`src/hw/rtl/bfie_pkg.sv`:
```
//------------------------------------------------------------------------------
// Bloom filter insert engine package
// Shared request and response types, operation and status codes, and
// mixing constants.
//------------------------------------------------------------------------------
`default_nettype none

package bfie_pkg;

  // Operation codes carried in the func field.
  localparam logic [1:0] FUNC_INSERT = 2'd0;
  localparam logic [1:0] FUNC_READ   = 2'd1;
  localparam logic [1:0] FUNC_CLEAR  = 2'd2;

  // Status codes of a response.
  localparam logic [1:0] STAT_INSERTED = 2'd0;
  localparam logic [1:0] STAT_SKIPPED  = 2'd1;
  localparam logic [1:0] STAT_CLEARED  = 2'd2;
  localparam logic [1:0] STAT_READ     = 2'd3;

  // Configuration register indexes.
  localparam logic [0:0] CFG_SIZE   = 1'b0;
  localparam logic [0:0] CFG_HASHES = 1'b1;

  // Mixing constants, default hash count and minimum filter size.
  localparam logic [63:0] MIX_C1     = 64'hff51afd7ed558ccd;
  localparam logic [63:0] MIX_C2     = 64'hc4ceb9fe1a85ec53;
  localparam logic [63:0] GOLDEN     = 64'h9e3779b97f4a7c15;
  localparam logic [63:0] BUCKET_MUL = 64'h517cc1b727220a95;
  localparam logic [3:0]  DEFAULT_HASHES = 4'd3;
  localparam logic [16:0] MIN_BITS   = 17'd64;

  typedef struct packed {
    logic [1:0]  func;
    logic [63:0] key_hash;
    logic [63:0] time_bucket;
    logic        also_previous;
    logic [9:0]  read_index;
  } req_t;

  typedef struct packed {
    logic [1:0]  status;
    logic [9:0]  word_index;
    logic [63:0] word_value;
  } rsp_t;

  typedef enum logic [4:0] {
    ST_IDLE,
    ST_INIT,
    ST_CLEAR,
    ST_READ,
    ST_READ_WAIT,
    ST_BUCKET_A,
    ST_BUCKET_B,
    ST_GOLD_A,
    ST_GOLD_B,
    ST_MIX1_A,
    ST_MIX1_B,
    ST_MIX2_A,
    ST_MIX2_B,
    ST_MOD_START,
    ST_MOD,
    ST_RMW_RD,
    ST_RMW_WR,
    ST_RESP
  } state_t;

  // Control from the sequencer to the multiply unit.
  typedef struct packed {
    logic        load;
    logic        upper;
    logic [63:0] a;
    logic [63:0] b;
  } mul_ctl_t;

endpackage

`default_nettype wire

```
`src/hw/rtl/bfie_mod.sv`:
```
//------------------------------------------------------------------------------
// Bloom filter position reduction
// Reduces a 64-bit hash modulo the filter size by restoring division, one
// quotient bit per cycle.
//------------------------------------------------------------------------------
`default_nettype none

module bfie_mod (
  input  wire logic        clk,
  input  wire logic        rst,
  input  wire logic        start,
  input  wire logic [63:0] dividend,
  input  wire logic [16:0] divisor,
  output logic             done,
  output logic [16:0]      remainder
);
  import bfie_pkg::*;

  logic [63:0] shreg;
  logic [16:0] rem;
  logic [6:0]  count;
  logic        active;
  logic [17:0] trial;
  logic [17:0] shifted;

  assign shifted = {rem, shreg[63]};
  assign trial   = shifted - {1'b0, divisor};

  always_ff @(posedge clk) begin
    if (rst) begin
      active <= 1'b0;
      done   <= 1'b0;
      count  <= '0;
    end else begin
      done <= 1'b0;
      if (start) begin
        active <= 1'b1;
        count  <= 7'd0;
      end else if (active) begin
        count <= count + 7'd1;
        if (count == 7'd63) begin
          active <= 1'b0;
          done   <= 1'b1;
        end
      end
    end
  end

  // One restoring step per cycle; the partial remainder stays below the divisor.
  always_ff @(posedge clk) begin
    if (start) begin
      shreg <= dividend;
      rem   <= '0;
    end else if (active) begin
      shreg <= {shreg[62:0], 1'b0};
      rem   <= trial[17] ? shifted[16:0] : trial[16:0];
    end
  end

  assign remainder = rem;

endmodule

`default_nettype wire

```
`config.mk`:
```
export PLATFORM = sky130hd
export DESIGN_NAME = bfie_mod
export DESIGN_NICKNAME = d
export VERILOG_FILES = /design/src/hw/rtl/bfie_pkg.sv /design/src/hw/rtl/bfie_mod.sv
export SDC_FILE = /design/constraint.sdc
export NUM_CORES = 1
export LEC_CHECK = 0
export BUFFER_PORTS_ARGS = -buffer_cell sky130_fd_sc_hd__buf_2
export CORE_ASPECT_RATIO = 0.75
export CORE_MARGIN = 1
export CORE_UTILIZATION = 45
export DETAILED_ROUTE_END_ITERATION = 6
export PLACE_DENSITY = 0.68
export SETUP_SLACK_MARGIN = 0.5
export SLEW_MARGIN = 0
export SYNTH_ARGS = -nofsm -noshare
export SYNTH_HDL_FRONTEND = slang
export SYNTH_SLANG_ARGS = --single-unit
```
`constraint.sdc`:
```
create_clock -name clk -period 5 [get_ports clk]
set_input_delay 0.25 -clock clk [delete_from_list [all_inputs] [get_ports clk]]
set_output_delay 0.25 -clock clk [all_outputs]
set_load 0.05 [all_outputs]
```
## Word level (Yosys, flattened, before mapping)

Index checks and enable logic that the tools add are counted.
W data, S select, Z words.

| cells by class | value |
|---|---|
| $add $sub $neg | 2 |
| equality and inequality tests | 1 |
| muxes and demuxes | 7 |
| bitwise operators | 1 |
| reduce and logical (&&, ||, !) cells | 3 |

Operator list:

| operator | number |
|---|---|
| $mux W64 | 2 |
| $sub A18 B17 Y18 | 1 |
| $mux W17 | 1 |
| $add A7 B1 Y7 const B | 1 |
| $eq A7 B6 Y1 const B | 1 |
| $mux W1 | 4 |
| $reduce_or A3 Y1 | 1 |
| $reduce_bool A2 Y1 | 1 |
| $reduce_or A2 Y1 | 1 |
| $not A1 Y1 | 1 |

| storage, ports and cells | value |
|---|---|
| flip-flop bits (word level) | 90 |
| input bits | 84 |
| word-level logic and storage cells | 19 |

## Depth between registers and ports, before layout

| depth | value |
|---|---|
| depth after elaboration | 4 |
| gate-level depth with buffers | 13 |
| mapped depth without buffers | 10 |

## Worst setup path before layout

Ideal clock, no wire load.

| timing | value |
|---|---|
| kind | reg-to-reg |
| start point | register rem[13] (netlist: remainder[13]) |
| end point | register rem[3] (netlist: remainder[3]) |
| setup time | 0.091 ns |
| arrival | 2.994 ns |
| data required time | 4.909 ns |
| setup slack | 1.915 ns |
| cell stages (with the launch flop) | 12 |
| path buffers | 3 |
| clock period less this slack | 3.085 ns |
| cell sequence | dfxtp_1 > ha_1 > clkbuf_1 > a21o_1 > a21o_1 > a21o_1 > nand4bb_1 > buf_2 > and3_4 > buf_6 > or4_1 > a311oi_1 |

| on the way | value |
|---|---|
| word-level cells in the longest chain between the ends | 2 |

RTL lines:

| what | RTL line | text |
|---|---|---|
| start, declared | bfie_mod.sv:20 | `logic [16:0] rem;` |
| start signal, assigned | bfie_mod.sv:56 | `rem <= trial[17] ? shifted[16:0] : trial[16:0];` |
| $sub A18 B17 Y18 | bfie_mod.sv:27 | `assign trial = shifted - {1'b0, divisor};` |
| $mux W17 | bfie_mod.sv:56 |  |

No other way between the ends.
A chain may end at the register's enable or synchronous reset.

## Worst setup path after layout

| timing | value |
|---|---|
| start point | register rem[5] (netlist: remainder[5]) |
| end point | register rem[10] (netlist: remainder[10]) |

Same word-level chain as after synthesis.

==> summary.md <==
| Metric | Value |
|---|---|
| Warnings from Yosys | `0` |
| Area Overhead vs Synth | `18.3%` |
| Area leader, netlist | `edfxtp_1` |
| Worst-Skew Late Latency | `0.33 ns` |
| Vias per Instance | `5.50` |
| Crit path DAT | `3.39 ns` |
| Routability Congestion | `0.856` |
| Req. time, crit path | `5.23 ns` |
| Pwr per Cell Area | `337 mW/mm^2` |
| Avg Inst Size Synth | `11.5 sq um` |
| Total CTS buffers | `9` |
| Fin util | `0.553` |
| Fin crit period | `3.16 ns` |
| Reg clk slew, reported paths | `0.07 ns` |
| Drt pass-1 iters | `4` |
| Leakage dissipation | `2.35 nW` |
| Primary FF master, synth | `edfxtp_1` |
| Status | `complete, no violations` |
| Slew Limit Fails | `0` |
| Simple-gate share of the synthesized area | `0.116` |
| Clk root buf | `clkbuf_16` |
| First-pass GRT wire length | `16000 um` |
| Initial antenna violation count | `0` |
| Synth Area in XOR/XNOR | `0.0181` |
| Largest family of logic cells by synthesized area | `multiplexers` |
| Num ports | `102` |
| Antenna cells | `0` |
| # DRC | `0` |
| Syn Nets | `525` |
| MaxCap Viol Count | `0` |
| Grt total ovfl | `0` |
| Adder-Cell Fraction of Synth Area | `0.0506` |
| IO buf count | `101` |
| Gate Count Post-Synth | `422` |
| CORE AREA | `0.0104 sq mm` |
| Final period util | `0.631` |
| CTS Buffer Depth | `2` |
| Die H | `91.9 um` |
| TritonCTS clock tree | `built` |
| Sink Count | `90` |
| Largest net degree at the start of global routing | `64` |
| VDD IR max | `0.000181 V` |
| Vias | `3589` |
| Netlist cell types | `52` |
| Initial core utilization | `0.468` |
| ANT nets after route | `0` |
| Final setup fails | `0` |
| Number of synthesized flops with an enable pin | `64` |
| Worst hold path type | `input port to register` |
| Delay-heaviest family, CP | `compound AO/OA/AOI/OAI gates` |
| Rows | `32` |
| Post-DP HPWL | `6900 um` |
| Worst slew pin tran | `1.13 ns` |
| Die area | `0.0112 sq mm` |
| CP Launch Type | `register` |
| Die width | `122 um` |
| Total Nets Final | `615` |
| Routed len/inst | `15.3 um` |
| R2R setup slack | `1.84 ns` |
| Max_slew headroom | `0.244` |
| Register bit total from synthesis | `90` |
| Critical Path, Cell by Cell | `ha_1 -> or4_1 -> o2111ai_2 -> nand4bb_1 -> a21oi_2 -> o21ai_0 -> a311oi_1` |
| Bufs and invs on worst path | `0` |
| Crit-path max FO | `19` |
| Synth area leaders | `edfxtp_1 40%, mux2_2 15%, dfxtp_1 11%` |
| Post-Route WL | `10000 um` |
| Register area share after synthesis | `0.504` |
| Post-CTS Hold Buffers | `0` |
| Critical path class | `register to register` |
| Peak Freq | `317 MHz` |
| Asr flop ratio synth | `0` |
| CP peak stage delay | `0.83 ns` |
| DRT iter0 DRCs | `215` |
| Synth top area share | `0.396` |
| Slowest cell on the critical path | `a21oi_2` |
| GRT Overall Usage | `0.183` |
| Final hold viol count | `0` |
| Compound-gate portion of the synthesized area | `0.125` |
| H-tree level count | `3` |
| Worst setup EP type | `register` |
| Setup TNS | `0 ns` |
| Netlist Area Pre-Place | `0.00485 sq mm` |
| Setup bufs post-CTS | `0` |
| Mux cell area share after synthesis | `0.148` |
| Layout cells sized above 1 | `0.371` |
| Post-CTS Resized | `0` |
| Unrepaired setup endpoints after global routing | `false` |
| Final clock skew | `0.00562 ns` |
| Vias in the first global route | `3286` |
[report_power, final]
group | internal (W) | total (W) | switching (W)
logic | 0.000157 | 0.000371 | 0.000214
clock network | 0.000347 | 0.000653 | 0.000307
registers | 0.000881 | 0.000910 | 0.0000288
[metrics by stage]
| stage | instances | hold slack (ns) | setup slack, ns | total power [W] | cell area, sq um |
|---|---|---|---|---|---|
| 2_1_floorplan | 422 | 0.322 | 1.92 | 0.00120 | 4850 |
| 3_3_place_gp | 637 | 0.449 | 2.02 | 0.00128 | 5450 |
| 3_5_place_dp | 637 | 0.455 | 1.85 | 0.00130 | 5450 |
| 4_1_cts | 653 | 0.0980 | 1.89 | 0.00195 | 5740 |
| 5_1_grt | 653 | 0.101 | 1.58 | 0.00202 | 5740 |
| 6_report | 653 | 0.111 | 1.84 | 0.00193 | 5740 |
[cell usage in the layout (no fill, tap or decap), types with 6 or more instances in the layout]
master and instances:
o21ai_0 17, ha_1 18, nand4_1 6, inv_1 21
clkbuf_16 9, a21o_1 8, nand2_1 14, mux2_2 63
nor2_1 31, nor3_1 7, dfxtp_1 26, buf_2 100
a21oi_1 14, o21a_1 7, nand3_1 15, o211ai_1 9
a311oi_1 14, edfxtp_1 64
[state kept, by name, indices dropped and copies added (netlist names)]
register   flops
count          7
shreg         64
active         1
remainder     17
done           1
[metal layers]
| layer | vias to the layer above | share of wire | GRT usage |
|---|---|---|---|
| met5 | - | 0 | 0 |
| li1 | 1790 | - | - |
| met2 | 93 | 0.44 | 0.281 |
| met3 | 6 | 0.052 | 0.0429 |
| met1 | 1700 | 0.50 | 0.259 |
| met4 | 0 | 0.0078 | 0.0432 |
[cells in the mapped netlist (all sizes together), types with 2 or more instances]
master / instances
a21o: 8
a21oi: 15
a311o: 2
a311oi: 14
and3: 6
buf: 6
clkbuf: 19
dfxtp: 26
edfxtp: 64
ha: 18
inv: 22
mux2: 63
nand2: 14
nand2b: 4
nand3: 15
nand4: 6
nor2: 31
nor2b: 3
nor3: 7
nor3b: 2
nor4: 4
o2111ai: 3
o211ai: 9
o21a: 7
o21ai: 17
o311a: 2
o311ai: 2
or2: 2
or3: 4
or4: 3
xnor2: 5
xor2: 5
[final cells by class]
type                    instances  area (sq um)
clock buffers                   9           225
clock inverters                 7          65.1
fillers                       916          4630
inverters                      22          82.6
multi-input cells             285          2220
flip-flops and latches         90          2440
well taps                     136           170
repair buffers                104           531
[path summary, 6_finish.rpt]
path | from | endpoint | cells after the start
hold reg to reg | count[6] | done | 1
setup reg to reg | remainder[5] | remainder[10] | 7
setup / recovery | remainder[5] | remainder[10] | 7
hold / removal | rst | active | 2
[kinds of logic (layout without fill, tap and decap cells)]
kind of cell	Yosys count	in the layout
AO/OA/AOI/OAI	85	85
adder cells (fa/ha/maj)	19	19
XOR/XNOR	10	10
flip-flops	90	90
multiplexers	64	64
buffers and inverters	47	142
AND/OR/NAND/NOR	107	107
(Power assumes the default switching activity.)
